===== src/rtl/nca_pkg.sv =====
// nca_pkg: shared types and constants for the nearest-centroid assign unit
// used by nca_cell and nearest_centroid_assign_unit; no dependencies
`default_nettype none

package nca_pkg;

  localparam int unsigned SLOT_W      = 4;
  localparam int unsigned CLUSTER_W   = 4;
  localparam int unsigned ACTIVE_W    = 5;
  localparam int unsigned DIST_OUT_W  = 33;
  localparam logic [ACTIVE_W-1:0] ACTIVE_RESET = 5'd10;

  typedef enum logic {
    OP_LOAD     = 1'b0,
    OP_CLASSIFY = 1'b1
  } op_t;

  // control part of one beat travelling down the cell chain
  typedef struct packed {
    logic              valid;
    op_t               op;
    logic [SLOT_W-1:0] slot;
    logic              last;
  } ctl_t;

endpackage : nca_pkg

`default_nettype wire


===== src/rtl/nca_cell.sv =====
// nca_cell: one centroid cell of the assign chain, two register stages
// stage 1 squares the coordinate differences, stage 2 sums and keeps the best
// depends on nca_pkg
`default_nettype none

module nca_cell #(
  parameter int unsigned IDX        = 0,
  parameter int unsigned COORD_BITS = 16,
  parameter int unsigned DIST_W     = 34
) (
  input  wire logic                              clk,
  input  wire logic                              rst_n,
  input  wire logic [nca_pkg::ACTIVE_W-1:0]      active_clusters,
  input  wire nca_pkg::ctl_t                     in_ctl,
  input  wire logic signed [COORD_BITS-1:0]      in_x,
  input  wire logic signed [COORD_BITS-1:0]      in_y,
  input  wire logic [DIST_W-1:0]                 in_best,
  input  wire logic [nca_pkg::CLUSTER_W-1:0]     in_idx,
  output nca_pkg::ctl_t                          out_ctl,
  output logic signed [COORD_BITS-1:0]           out_x,
  output logic signed [COORD_BITS-1:0]           out_y,
  output logic [DIST_W-1:0]                      out_best,
  output logic [nca_pkg::CLUSTER_W-1:0]          out_idx
);
  import nca_pkg::*;

  localparam int unsigned DIFF_W = COORD_BITS + 1;
  localparam int unsigned SQ_W   = 2 * DIFF_W;
  localparam bit          SLOT_REACHABLE = (IDX < (1 << SLOT_W));
  localparam logic [6:0]  IDX_CMP = 7'(IDX);
  localparam logic [CLUSTER_W-1:0] IDX_TAG = CLUSTER_W'(IDX);

  logic signed [COORD_BITS-1:0] cx_r, cy_r;
  logic signed [COORD_BITS-1:0] cx_nxt, cy_nxt;

  ctl_t                         ctl_s1_r;
  logic signed [COORD_BITS-1:0] x_s1_r, y_s1_r;
  logic [DIST_W-1:0]            best_s1_r;
  logic [CLUSTER_W-1:0]         idx_s1_r;
  logic [DIST_W-1:0]            sqx_s1_r, sqy_s1_r;
  logic [DIST_W-1:0]            sqx_s1_nxt, sqy_s1_nxt;

  ctl_t                         ctl_r;
  logic signed [COORD_BITS-1:0] x_r, y_r;
  logic [DIST_W-1:0]            best_r, best_nxt;
  logic [CLUSTER_W-1:0]         idx_r, idx_nxt;

  logic                         load_hit;
  logic signed [DIFF_W-1:0]     dx, dy;
  logic [DIFF_W-1:0]            mag_x, mag_y;
  logic [SQ_W-1:0]              sqx_full, sqy_full;
  logic [DIST_W-1:0]            dist_sum;
  logic                         active;
  logic                         take;

  // centroid capture: a load beat writes the cell whose index matches its slot
  always_comb begin
    load_hit = SLOT_REACHABLE && in_ctl.valid && (in_ctl.op == OP_LOAD)
               && (in_ctl.slot == SLOT_W'(IDX));
    cx_nxt = load_hit ? in_x : cx_r;
    cy_nxt = load_hit ? in_y : cy_r;
  end

  // stage 1: differences and squares
  always_comb begin
    dx = DIFF_W'(in_x) - DIFF_W'(cx_r);
    dy = DIFF_W'(in_y) - DIFF_W'(cy_r);
    mag_x = dx[DIFF_W-1] ? DIFF_W'(-dx) : DIFF_W'(dx);
    mag_y = dy[DIFF_W-1] ? DIFF_W'(-dy) : DIFF_W'(dy);
    sqx_full = SQ_W'(mag_x) * SQ_W'(mag_x);
    sqy_full = SQ_W'(mag_y) * SQ_W'(mag_y);
    sqx_s1_nxt = DIST_W'(sqx_full);
    sqy_s1_nxt = DIST_W'(sqy_full);
  end

  // stage 2: sum and strict less-than against the running best; cell 0 always takes
  always_comb begin
    dist_sum = sqx_s1_r + sqy_s1_r;
    active   = (IDX == 0) || (IDX_CMP < {2'b00, active_clusters});
    take     = (IDX == 0) || (active && (dist_sum < best_s1_r));
    best_nxt = take ? dist_sum : best_s1_r;
    idx_nxt  = take ? IDX_TAG : idx_s1_r;
  end

  always_ff @(posedge clk) begin
    if (!rst_n) begin
      cx_r     <= '0;
      cy_r     <= '0;
      ctl_s1_r <= '0;
      ctl_r    <= '0;
    end else begin
      cx_r     <= cx_nxt;
      cy_r     <= cy_nxt;
      ctl_s1_r <= in_ctl;
      ctl_r    <= ctl_s1_r;
    end
  end

  always_ff @(posedge clk) begin
    x_s1_r    <= in_x;
    y_s1_r    <= in_y;
    best_s1_r <= in_best;
    idx_s1_r  <= in_idx;
    sqx_s1_r  <= sqx_s1_nxt;
    sqy_s1_r  <= sqy_s1_nxt;
    x_r       <= x_s1_r;
    y_r       <= y_s1_r;
    best_r    <= best_nxt;
    idx_r     <= idx_nxt;
  end

  assign out_ctl  = ctl_r;
  assign out_x    = x_r;
  assign out_y    = y_r;
  assign out_best = best_r;
  assign out_idx  = idx_r;

`ifndef NO_ASSERTIONS
  // centroid changes only under a matching load beat
  a_centroid_hold: assert property (@(posedge clk) disable iff (!rst_n)
    !load_hit |=> ($stable(cx_r) && $stable(cy_r)))
    else $error("centroid changed without a matching load");

  // past the first cell the running best can only shrink
  a_best_monotone: assert property (@(posedge clk) disable iff (!rst_n)
    (IDX != 0) && ctl_s1_r.valid && (ctl_s1_r.op == OP_CLASSIFY)
    |=> (best_r <= $past(best_s1_r)))
    else $error("running best grew in cell");

  // an inactive cell passes the running result through untouched
  a_inactive_pass: assert property (@(posedge clk) disable iff (!rst_n)
    !active && ctl_s1_r.valid && (ctl_s1_r.op == OP_CLASSIFY)
    |=> ((best_r == $past(best_s1_r)) && (idx_r == $past(idx_s1_r))))
    else $error("inactive cell altered the result");
`endif

endmodule : nca_cell

`default_nettype wire

===== config.mk =====
export PLATFORM = sky130hd
export DESIGN_NAME = nca_cell
export DESIGN_NICKNAME = d
export VERILOG_FILES = /design/src/rtl/nca_pkg.sv /design/src/rtl/nca_cell.sv
export SDC_FILE = /design/constraint.sdc
export NUM_CORES = 1
export LEC_CHECK = 0
export ABC_AREA = 1
export BUFFER_PORTS_ARGS = -buffer_cell sky130_fd_sc_hd__buf_4
export CAP_MARGIN = 20
export CORE_MARGIN = 3
export CORE_UTILIZATION = 45
export DETAILED_ROUTE_END_ITERATION = 16
export PLACE_DENSITY = 0.63
export SKIP_LAST_GASP = 1
export SYNTH_ARGS = -nofsm -noshare
export SYNTH_HDL_FRONTEND = slang
export SYNTH_SLANG_ARGS = --single-unit

===== constraint.sdc =====
create_clock -name clk -period 10.05 [get_ports clk]
set_input_delay 0.5025 -clock clk [delete_from_list [all_inputs] [get_ports clk]]
set_output_delay 0.5025 -clock clk [all_outputs]
set_load 0.01 [all_outputs]

Word-level counts from Yosys, hierarchy flattened --
Cells that the tools add are included.
Storage, ports and cells: bits in registers 212, input bits 84
Cells by class: add/subtract/negate cells 5, multiply operators 2, muxes and demuxes 2, bitwise gates (word level) 1, reductions and logical operators 3
Operators with widths (number):
- $mul A17 B17 Y34 | 2
- $add A34 B34 Y34 | 1
- $mux W17 | 2
- $neg A17 Y17 | 2
- $sub A16 B16 Y17 | 2
- $logic_not A4 Y1 | 1
- $logic_and A1 B1 Y1 | 2
- $not A1 Y1 | 1

Depth between registers and ports, before layout --
Gate-level depths: netlist of the first run.
depth after elaboration 4, depth in mapped cells 45

Worst setup path after synthesis of the first run --
Ideal clock, no wire load.
path type input port to flip-flop, start in in_x[0], end reg sqx_s1_r[26], arrival 7.137 ns, required time 9.931 ns, setup slack 2.794 ns, cell stages on the path 37, cell sequence inv_1 ha_1 fa_1 inv_1 nand3_1 nand2_1 nand2_1 nand2_1 nand2_1 nand3_2 nand2_2 inv_2 buf_6 o21ai_1 or2_1 nand2_4 inv_4 nor2_2 inv_1 fa_1 fa_1 fa_1 inv_1 fa_1 fa_1 inv_1 fa_1 inv_1 ha_1 nand2_1 nor2_1 inv_1 o21bai_1 a21oi_1 o21ai_0 a21oi_1 xnor2_1
Between the ends: longest elaborated chain between the ends 4
RTL lines:
- start: declaration | RTL line nca_cell.sv:15 | input wire logic signed [COORD_BITS-1:0] in_x,
- $sub A16 B16 Y17 (*) | RTL line nca_cell.sv:66 | dx = DIFF_W'(in_x) - DIFF_W'(cx_r);
- $neg A17 Y17 | RTL line nca_cell.sv:68 | mag_x = dx[DIFF_W-1] ? DIFF_W'(-dx) : DIFF_W'(dx);
- $mux W17 (*) | RTL line nca_cell.sv:68
- $mul A17 B17 Y34 (*) | RTL line nca_cell.sv:70 | sqx_full = SQ_W'(mag_x) * SQ_W'(mag_x);
- named net sqx_full[26] | RTL line nca_cell.sv:51 | logic [SQ_W-1:0] sqx_full, sqy_full;
- end signal: assignment | RTL line nca_cell.sv:104 | sqx_s1_r <= sqx_s1_nxt;
- end: declaration | RTL line nca_cell.sv:40 | logic [DIST_W-1:0] sqx_s1_r, sqy_s1_r;
Mark *: on every way through the listed nets, which the timed path passes. The rest lies on a longest branch. A chain may end at the register's enable or synchronous reset.

Worst setup path after layout of the first run --
start reg cx_r[0], end reg sqx_s1_r[26]
Between the ends: longest elaborated chain between the ends 4
RTL lines:
- start: declaration | RTL line nca_cell.sv:33 | logic signed [COORD_BITS-1:0] cx_r, cy_r;
- start signal: assignment | RTL line nca_cell.sv:92 | cx_r <= cx_nxt;
- $sub A16 B16 Y17 (*) | RTL line nca_cell.sv:66
- $neg A17 Y17 | RTL line nca_cell.sv:68
- $mux W17 (*) | RTL line nca_cell.sv:68
- $mul A17 B17 Y34 (*) | RTL line nca_cell.sv:70
- named net sqx_full[26] | RTL line nca_cell.sv:51
Marks and branches as above.

==> flow_summary.toml, run 1 <==
[outcome]
status = "finished clean"

[critical_path]
startpoint_type = "flop"
arrival_ns = 8.70
critical_path_class = "flop to flop"
cp-end-kind = "flop"
r2r-start = "cx_r[0]$_SDFFE_PN0P_"
r2r.worst_path.cells = 30
critPathMostFrequentCell = "inv_1"
r2r_slack_ns = 1.76
crit_slowest_cell = "ha_1"
worstPathRequired_ns = 10.46
path_max_fanout = 17
critPathMaxStageDelay_ns = 0.92
r2r_end = "sqx_s1_r[26]$_DFF_P_"

[cts]
hold_buffers = 0
cts_tree = "built"
cts_max_path_buffers = 3
h-tree-depth = 1
cts_setup_buffers = 0
numCtsBuffers = 23
clkTransAtPathRegs_ns = 0.06
clkSinkCount = 210
cts_resized = 0
worstSkewPairLatency_ns = 0.53
cts_root_buffer = "clkbuf_16"

[synth]
synth_flop_cell = "dfxtp_1"
synth_edf_count = 0
async_flop_share_pct = 0
synthCells = 3225
ys_ff_latch = 210
synth_seq_area_share_pct = 15.99
synth_area_um2 = 26290
yosysWarnings = 0
synth_cell_type_count = 55
syn_avg_cell_area_um2 = 8.153

[hold_path]
hold_depth = 1
hp-start = "in_x[0]"
min_delay_worst_endpoint = "x_s1_r[0]$_DFF_P_"
hold_class = "input port to flop"

[finish]
n_fill_cell = 5632
nNetsFinal = 4092
multi_input_area_um2 = 18780
diodes = 0
seq_area_um2 = 4204
mostFrequentLayoutCells = "inv_1, nand2_1, fa_1"
drive_gt1_share_pct = 9.920
mostFrequentLayoutCell = "inv_1"
synthToLayoutAreaGrowth_pct = 9.360

[grt]
grt_pass1_wl_um = 101100
grt_pass1_vias = 20040
grt_overflow = 0
grt_max_degree = 57
grt_antenna_before_repair = 2
track_usage_pct = 20.51

[timing]
drv_slew = 0
slew_headroom_pct = 33.22
worst_pin_slew_ns = 0.9941
fin_crit_sh_pct = 82.51
max_freq_mhz = 120.6
final_hold_viol_count = 0
tns_ns = 0
skew_ns = 0.007477
rsz0062_at_grt = "false"
period_needed_ns = 8.292
setup_violations = 0

[floorplan]
die_x_um = 247.7
core_area_um2 = 57150
ios = 161
dieArea_um2 = 61370
die_height_um = 247.7
start_util_pct = 46.01
row_count = 87

[drt]
drt-vias-per-instance = 4.783
drcViolationCount = 0
drt_iter0_markers = 973
wirelength_um = 60540
drtAntennaViolNets = 0
wl_per_cell_um = 14.68
vias = 19720
drtPass1Iterations = 5

[place]
port_buffers = 113
hpwl_um = 51620
gp_congestion = 0.9295

[flow_run]
maxCapViolCount = 0
## state kept, by name, summed over array words and instances, names as in the netlist
| name | flops |
|---|---|
| cx_r | 16 |
| cy_r | 16 |
| out_x | 16 |
| out_ctl | 7 |
| x_s1_r | 16 |
| out_y | 16 |
| out_best | 34 |
| y_s1_r | 16 |
| sqx_s1_r | 33 |
| sqy_s1_r | 33 |
| ctl_s1_r | 7 |
## metal layers
metal  up-vias  track usage (%)  routed length (um)  share of wire [%]
met1      9245            28.90               28410                 47
met5         -                0                   0                  0
met3        56            4.376                4249                7.0
met2       478            33.33               26920                 44
met4         0            2.832                 956                1.6
li1       9943                -                   -                  -
## worst max path at each step
| stage | slack, ns | startpoint | to | depth (start not counted) |
|---|---|---|---|---|
| after floorplan | 2.79 | in_x[0] | sqx_s1_r[26]$_DFF_P_ | 37 |
| after global placement | 1.56 | in_x[0] | sqx_s1_r[33]$_DFF_P_ | 34 |
| after detailed placement | 1.51 | in_x[0] | sqx_s1_r[26]$_DFF_P_ | 32 |
| after CTS | 1.80 | cx_r[0]$_SDFFE_PN0P_ | sqx_s1_r[26]$_DFF_P_ | 30 |
| after global routing | 1.13 | cx_r[0]$_SDFFE_PN0P_ | sqx_s1_r[26]$_DFF_P_ | 30 |
| final | 1.76 | cx_r[0]$_SDFFE_PN0P_ | sqx_s1_r[26]$_DFF_P_ | 30 |
## area by class of cell
cell class	instances	share of cell area [%]
clock buffer	26	2.145
inverter	815	10.68
clock inverter	16	0.7832
timing repair buffer	121	3.159
sequential	210	14.62
tap	756	3.290
multi-input combinational	2179	65.32
## metrics by stage
step	cell area, um^2	cells	worst slack, ns	util, %	hold WS [ns]
floorplan	26390	3251	2.794	-	0.3096
global placement	27910	4081	1.564	48.84	0.3098
detailed placement	27910	4081	1.505	48.84	0.3121
CTS	28760	4123	1.801	50.32	0.06114
global route	28760	4123	1.131	50.32	0.06550
finish	28760	4123	1.758	50.32	0.08415
## critical path: cells and delay by family (launching register included)
kind,cells,cell delay (ns)
xor gates and xnor gates,1,0.14
buffers and inverters,7,0.65
adders and majority gates,9,4.65
DFF,1,0.31
and+or+nand+nor,9,1.44
AOI/OAI and AO/OA,4,0.95
## cells by family (layout without fill, tap and decap cells)
| family | after synthesis | in the layout | share of synthesized area, % |
|---|---|---|---|
| simple gates | 1077 | 1077 | 18.27 |
| buf+inv | 862 | 978 | 12.95 |
| fa+ha+maj | 658 | 658 | 42.27 |
| compound gates | 310 | 310 | 6.714 |
| flops | 210 | 210 | 15.99 |
| xor+xnor | 106 | 106 | 3.774 |
| other cells | 2 | 28 | 0.02856 |
## synth_stat cells, drive strengths merged (8+ instances only)
cell type / number / share of area [%]
inv: 815 / 12
nand2: 599 / 9.0
fa: 384 / 29
nor2: 290 / 5.1
ha: 274 / 13
dfxtp: 210 / 16
a21oi: 149 / 2.9
nand3: 110 / 2.4
o21ai: 98 / 2.0
xor2: 72 / 2.6
xnor2: 34 / 1.2
buf: 29 / 1.0
nand4: 26 / 0.62
clkbuf: 18 / 0.26
nor3: 17 / 0.32
o21bai: 16 / 0.47
a21o: 12 / 0.34
nand3b: 11 / 0.31
a21boi: 8 / 0.23
a31oi: 8 / 0.19
and2: 8 / 0.20
or2: 8 / 0.20
Power of run 1 is not shown: default switching activity piles up to over one toggle a cycle in this logic, so the estimate is an artifact.
==> run 2: changes to the inputs <==
Settings changed: ABC_AREA 1 to 0, PLACE_DENSITY 0.63 to 0.66.
Clock period 10.05 ns to 7.2 ns, I/O delays scaled along.
==> run 2 against run 1 <==
- the run now ends with negative setup slack left
- critical path depth increased by 1
- fmax increased by 1.8%
- register-to-register slack got worse by 2.7 ns
- critical path type unchanged
- largest cell class unchanged
==> flow_summary.toml, run 2 <==
[synth]
syn_avg_cell_area_um2 = 9.213
synth_top_family_by_area = "adder cells"
synthTopCellsByArea = "fa_1, dfxtp_1, ha_1, inv_1, nand2_1"
synth_flop_cell = "dfxtp_1"
ys_ff_latch = 210
synth_compound_area_share_pct = 9.226
yosys.area.top_type_share_pct = 31.37
async_flop_share_pct = 0
synth_edf_count = 0
muxShareOfSynthArea_pct = 0.2604
yosysMostFrequentCell = "inv_1"
synth_adder_area_share_pct = 45.36
synth_cell_type_count = 89
synth_area_um2 = 24510
yosys.area.top_type = "fa_1"
synthCells = 2660
yosysWarnings = 0
synth_common_cells = "inv_1, fa_1, ha_1, nand2_1, dfxtp_1"
synth_xor_area_share_pct = 5.192
synth_seq_area_share_pct = 17.16
yosys.area_share.simple_pct = 12.60

[critical_path]
worstPathRequired_ns = 7.65
startpoint_type = "flop"
critPathTopFamily = "adder cells"
r2r.worst_path.cells = 31
critPathMostFrequentCell = "fa_1"
r2r_slack_ns = -0.95
critical_path_class = "flop to flop"
r2r-start = "cx_r[0]$_SDFFE_PN0P_"
cp-end-kind = "flop"
r2r_end = "sqx_s1_r[33]$_DFF_P_"
arrival_ns = 8.60
crit_slowest_cell = "fa_1"
critPathMaxStageDelay_ns = 0.53
path_buf_inv = 3
path_max_fanout = 4

[timing]
max_freq_mhz = 122.7
layout_setup_ws_ns = -0.9469
setup_violations = 39
worst_pin_slew_ns = 0.5287
whs_ns = 0.03189
skew_ns = 0.03219
period_needed_ns = 8.147
drv_slew = 0
slew_headroom_pct = 64.38
rsz0062_at_grt = "true"
final_hold_viol_count = 0
fin_crit_sh_pct = 113.2

[finish]
n_fill_cell = 4308
drive_gt1_share_pct = 33.72
synthToLayoutAreaGrowth_pct = 38.77
fin_area_um2 = 34010
mostFrequentLayoutCells = "buf_4, inv_1, fa_1"
mostFrequentLayoutCell = "buf_4"
postLayoutCoreUtil_pct = 63.95
diodes = 0
fin_cells = 4122
multi_input_area_um2 = 19710
largest_register_ffs = 34
nNetsFinal = 4159
seq_area_um2 = 4212

[outcome]
status = "finished, violations left"
violations = "negative setup slack"

[cts]
numCtsBuffers = 23
cts_tree = "built"
clkSinkCount = 210
clkTransAtPathRegs_ns = 0.06
worstSkewPairLatency_ns = 0.55
cts_root_buffer = "clkbuf_16"
cts_max_path_buffers = 3
h-tree-depth = 1

[place]
place_area_um2 = 30730
dp.cells = 3961
hpwl_um = 51670
port_buffers = 113
gp_congestion = 0.9573

[floorplan]
die_x_um = 239.4
ios = 161
dieArea_um2 = 57290
start_util_pct = 46.08
die_height_um = 239.4
row_count = 84
core_area_um2 = 53180

[flow_run]
maxCapViolCount = 0

[drt]
drcViolationCount = 0
wl_met1_um = 26640
drt-vias-per-instance = 4.908
wl_met3_um = 3134
vias = 20230
wl_per_cell_um = 15.27
drtAntennaViolNets = 0
wirelength_um = 62950
drtPass1Iterations = 5
highest_layer = "met4"
drt_iter0_markers = 852
wl_met2_um = 32330

[hold_path]
hold_class = "input port to flop"
hp-start = "in_x[11]"
min_delay_worst_endpoint = "x_s1_r[11]$_DFF_P_"
hold_depth = 2

[grt]
grt_pass1_vias = 21950
grt_antenna_before_repair = 1
grt_max_degree = 47
grt_pass1_wl_um = 103200
track_usage_pct = 22.11
grt_overflow = 0
[run 2: how the worst max path moves through the flow]
stage                    startpoint  cells past startpoint                    to
4_1_cts        cy_r[1]$_SDFFE_PN0P_                     32  sqy_s1_r[31]$_DFF_P_
6_report       cx_r[0]$_SDFFE_PN0P_                     31  sqx_s1_r[33]$_DFF_P_
3_5_place_dp                in_x[0]                     34  sqx_s1_r[33]$_DFF_P_
5_1_grt        cx_r[0]$_SDFFE_PN0P_                     34  sqx_s1_r[33]$_DFF_P_
2_1_floorplan               in_x[0]                     35  sqx_s1_r[33]$_DFF_P_
3_3_place_gp                in_x[0]                     35  sqx_s1_r[33]$_DFF_P_
[run 2: worst reg2reg max path, delay by kind of cell (launching register included)]
kind | cells | cell delay [ns]
AND/OR/NAND/NOR | 5 | 0.75
XOR/XNOR | 2 | 0.34
flip-flops | 1 | 0.33
adder cells (fa/ha/maj) | 9 | 3.64
AO/OA/AOI/OAI | 12 | 2.86
buffers and inverters | 3 | 0.14
[run 2: layout make-up]
type | count | share of cell area (%)
Clock buffer | 29 | 1.876
Clock inverter | 13 | 0.5629
Inverter | 607 | 6.854
Multi-Input combinational cell | 1822 | 57.96
Sequential cell | 210 | 12.38
Tap cell | 688 | 2.531
Timing Repair Buffer | 753 | 17.83
[run 2: cell families after synthesis]
logic type	after synthesis
multiplexers	6
flip-flops	210
adder cells (fa/ha/maj)	658
XOR/XNOR	138
other	2
buffers and inverters	654
AND/OR/NAND/NOR	662
AO/OA/AOI/OAI	330
[run 2: through the flow]
step,worst slack (ns),setup TNS (ns)
2_1_floorplan,-0.7610,-8.452
3_3_place_gp,-1.254,-36.31
3_5_place_dp,-1.370,-39.93
4_1_cts,-0.9653,-23.33
5_1_grt,-1.261,-34.62
6_report,-0.9469,-22.93
[run 2: routing by layer]
metal	vias to the layer above	global-route usage (%)
met3	70	3.558
met5	-	0
met1	9994	28.31
li1	9769	-
met4	0	3.610
met2	396	40.05
[run 2: repair_timing]
action / CTS / global route
endpoints found under the hold margin: 25 / 0
pin swaps: 105 / 111
setup endpoints to repair: 43 / 44
gates resized for setup: 181 / 171
cloned: 0 / 0
hold buffers: 25 / 0
setup buffers: 69 / 41
Power of run 2 is left out for the same reason.
==> run 3: changes to the inputs <==
Settings changed: RECOVER_POWER from default to 25.
==> run 3 against run 2 <==
- the flow finishes with violations (max-capacitance violations, max-slew violations, negative setup slack)
- sequential share of layout area about the same
- via count down 0.28%
- highest routed layer unchanged
- flip-flop and latch count unchanged
- die area unchanged
- hold slack better by 0.0042 ns
- critical path depth unchanged
- routed wire length about the same
- critical endpoint unchanged
- fmax about the same
- register-to-register slack about the same
- largest cell class unchanged
- global-route usage unchanged
- design area down 0.14%
==> flow_summary.toml, run 3 (synthesis gave the netlist of run 2 again) <==
[place]
port_buffers = 113
place_area_um2 = 30730
pre_cts_ws_ns = -1.370
hpwl_um = 51670
gp_congestion = 0.9573

[timing]
setup_violations = 39
slew_headroom_pct = -13.32
period_needed_ns = 8.151
rsz0062_at_grt = "true"
final_hold_viol_count = 0
drv_slew = 47
worst_pin_slew_ns = 1.700
skew_ns = 0.03128
layout_setup_ws_ns = -0.9510
max_freq_mhz = 122.7
fin_crit_sh_pct = 113.2

[critical_path]
path_max_fanout = 4
critical_path_class = "flop to flop"
startpoint_type = "flop"
r2r.worst_path.cells = 31
arrival_ns = 8.60
worstPathRequired_ns = 7.65
cp-end-kind = "flop"
critPathMostFrequentCell = "fa_1"
critPathMaxStageDelay_ns = 0.53
crit_slowest_cell = "fa_1"

[outcome]
status = "finished, violations left"
violations = "max-capacitance violations, max-slew violations, negative setup slack"

[drt]
vias = 20170
drt-vias-per-instance = 4.894
drtAntennaViolNets = 0
wl_per_cell_um = 15.26
drt_iter0_markers = 758
drtPass1Iterations = 5
wirelength_um = 62910
drcViolationCount = 0

[grt]
track_usage_pct = 22.11
grt_pass1_wl_um = 103200
grt_pass1_vias = 21950
grt_overflow = 0
grt_max_degree = 47
grt_antenna_before_repair = 1

[floorplan]
die_x_um = 239.4
row_count = 84
start_util_pct = 46.08
dieArea_um2 = 57290
die_height_um = 239.4
ios = 161
core_area_um2 = 53180

[finish]
mostFrequentLayoutCells = "buf_4, inv_1, fa_1"
n_fill_cell = 4330
drive_gt1_share_pct = 33.34
mostFrequentLayoutCell = "buf_4"
diodes = 0
synthToLayoutAreaGrowth_pct = 38.57
fin_area_um2 = 33960
largest_register_ffs = 34
nNetsFinal = 4159

[cts]
clkTransAtPathRegs_ns = 0.06
numCtsBuffers = 23
cts_tree = "built"
clkSinkCount = 210
cts_root_buffer = "clkbuf_16"
worstSkewPairLatency_ns = 0.54
h-tree-depth = 1
cts_max_path_buffers = 3

[flow_run]
maxCapViolCount = 1

[hold_path]
hold_depth = 2
hold_class = "input port to flop"
## run 3: through the flow
stage               std cells  hold slack (ns)  util, %  TNS (ns)
floorplan                2686           0.3096        -    -8.452
global placement         3961           0.3109    57.78    -36.31
global route             4122          0.01758    63.86    -34.62
finish                   4122          0.03608    63.86    -22.96
detailed placement       3961           0.3121    57.78    -39.93
CTS                      4091         0.001645    62.03    -23.33
## run 3: timing repair
action	4_1_cts	5_1_grt
buffers inserted	69	41
hold endpoints to repair	25	0
cloned	0	0
resized for setup	181	171
hold buffers	25	0
endpoints found under the setup margin	43	44
pin swaps	105	111
## run 3: layout make-up
| class | instances | area, um^2 | share of cell area [%] |
|---|---|---|---|
| clock inverters | 13 | 191.4 | 0.5637 |
| flip-flops and latches | 210 | 4212 | 12.40 |
| multi-input cells | 1822 | 19710 | 58.04 |
| clock buffers | 29 | 638.1 | 1.879 |
| inverters | 607 | 2331 | 6.864 |
| repair buffers | 753 | 6016 | 17.71 |
| well taps | 688 | 860.8 | 2.535 |
## run 3: path summary, 6_finish.rpt
path                            slack [ns]                     end            startpoint
worst min register to register        0.32       out_x[13]$_DFF_P_    x_s1_r[13]$_DFF_P_
worst min-delay path                  0.04  ctl_s1_r[1]$_SDFF_PN0_             in_ctl[1]
worst max-delay path                 -0.95    sqx_s1_r[33]$_DFF_P_  cx_r[0]$_SDFFE_PN0P_
worst max register to register       -0.95    sqx_s1_r[33]$_DFF_P_  cx_r[0]$_SDFFE_PN0P_
## run 3: per-layer routing
metal	GRT usage, %	vias up	share of wire [%]
met5	0	-	0
met4	3.610	0	1.3
met3	3.558	63	5.1
met2	40.05	402	51
met1	28.31	9938	42
li1	-	9770	-
## run 3: worst max-delay path, delay by kind of cell (launching register included)
kind	cells	cell delay [ns]
AND/OR/NAND/NOR	5	0.74
adder cells (fa/ha/maj)	9	3.64
AO/OA/AOI/OAI	12	2.86
buffers and inverters	3	0.14
XOR/XNOR	2	0.34
flip-flops	1	0.33
Power of run 3 is left out for the same reason.
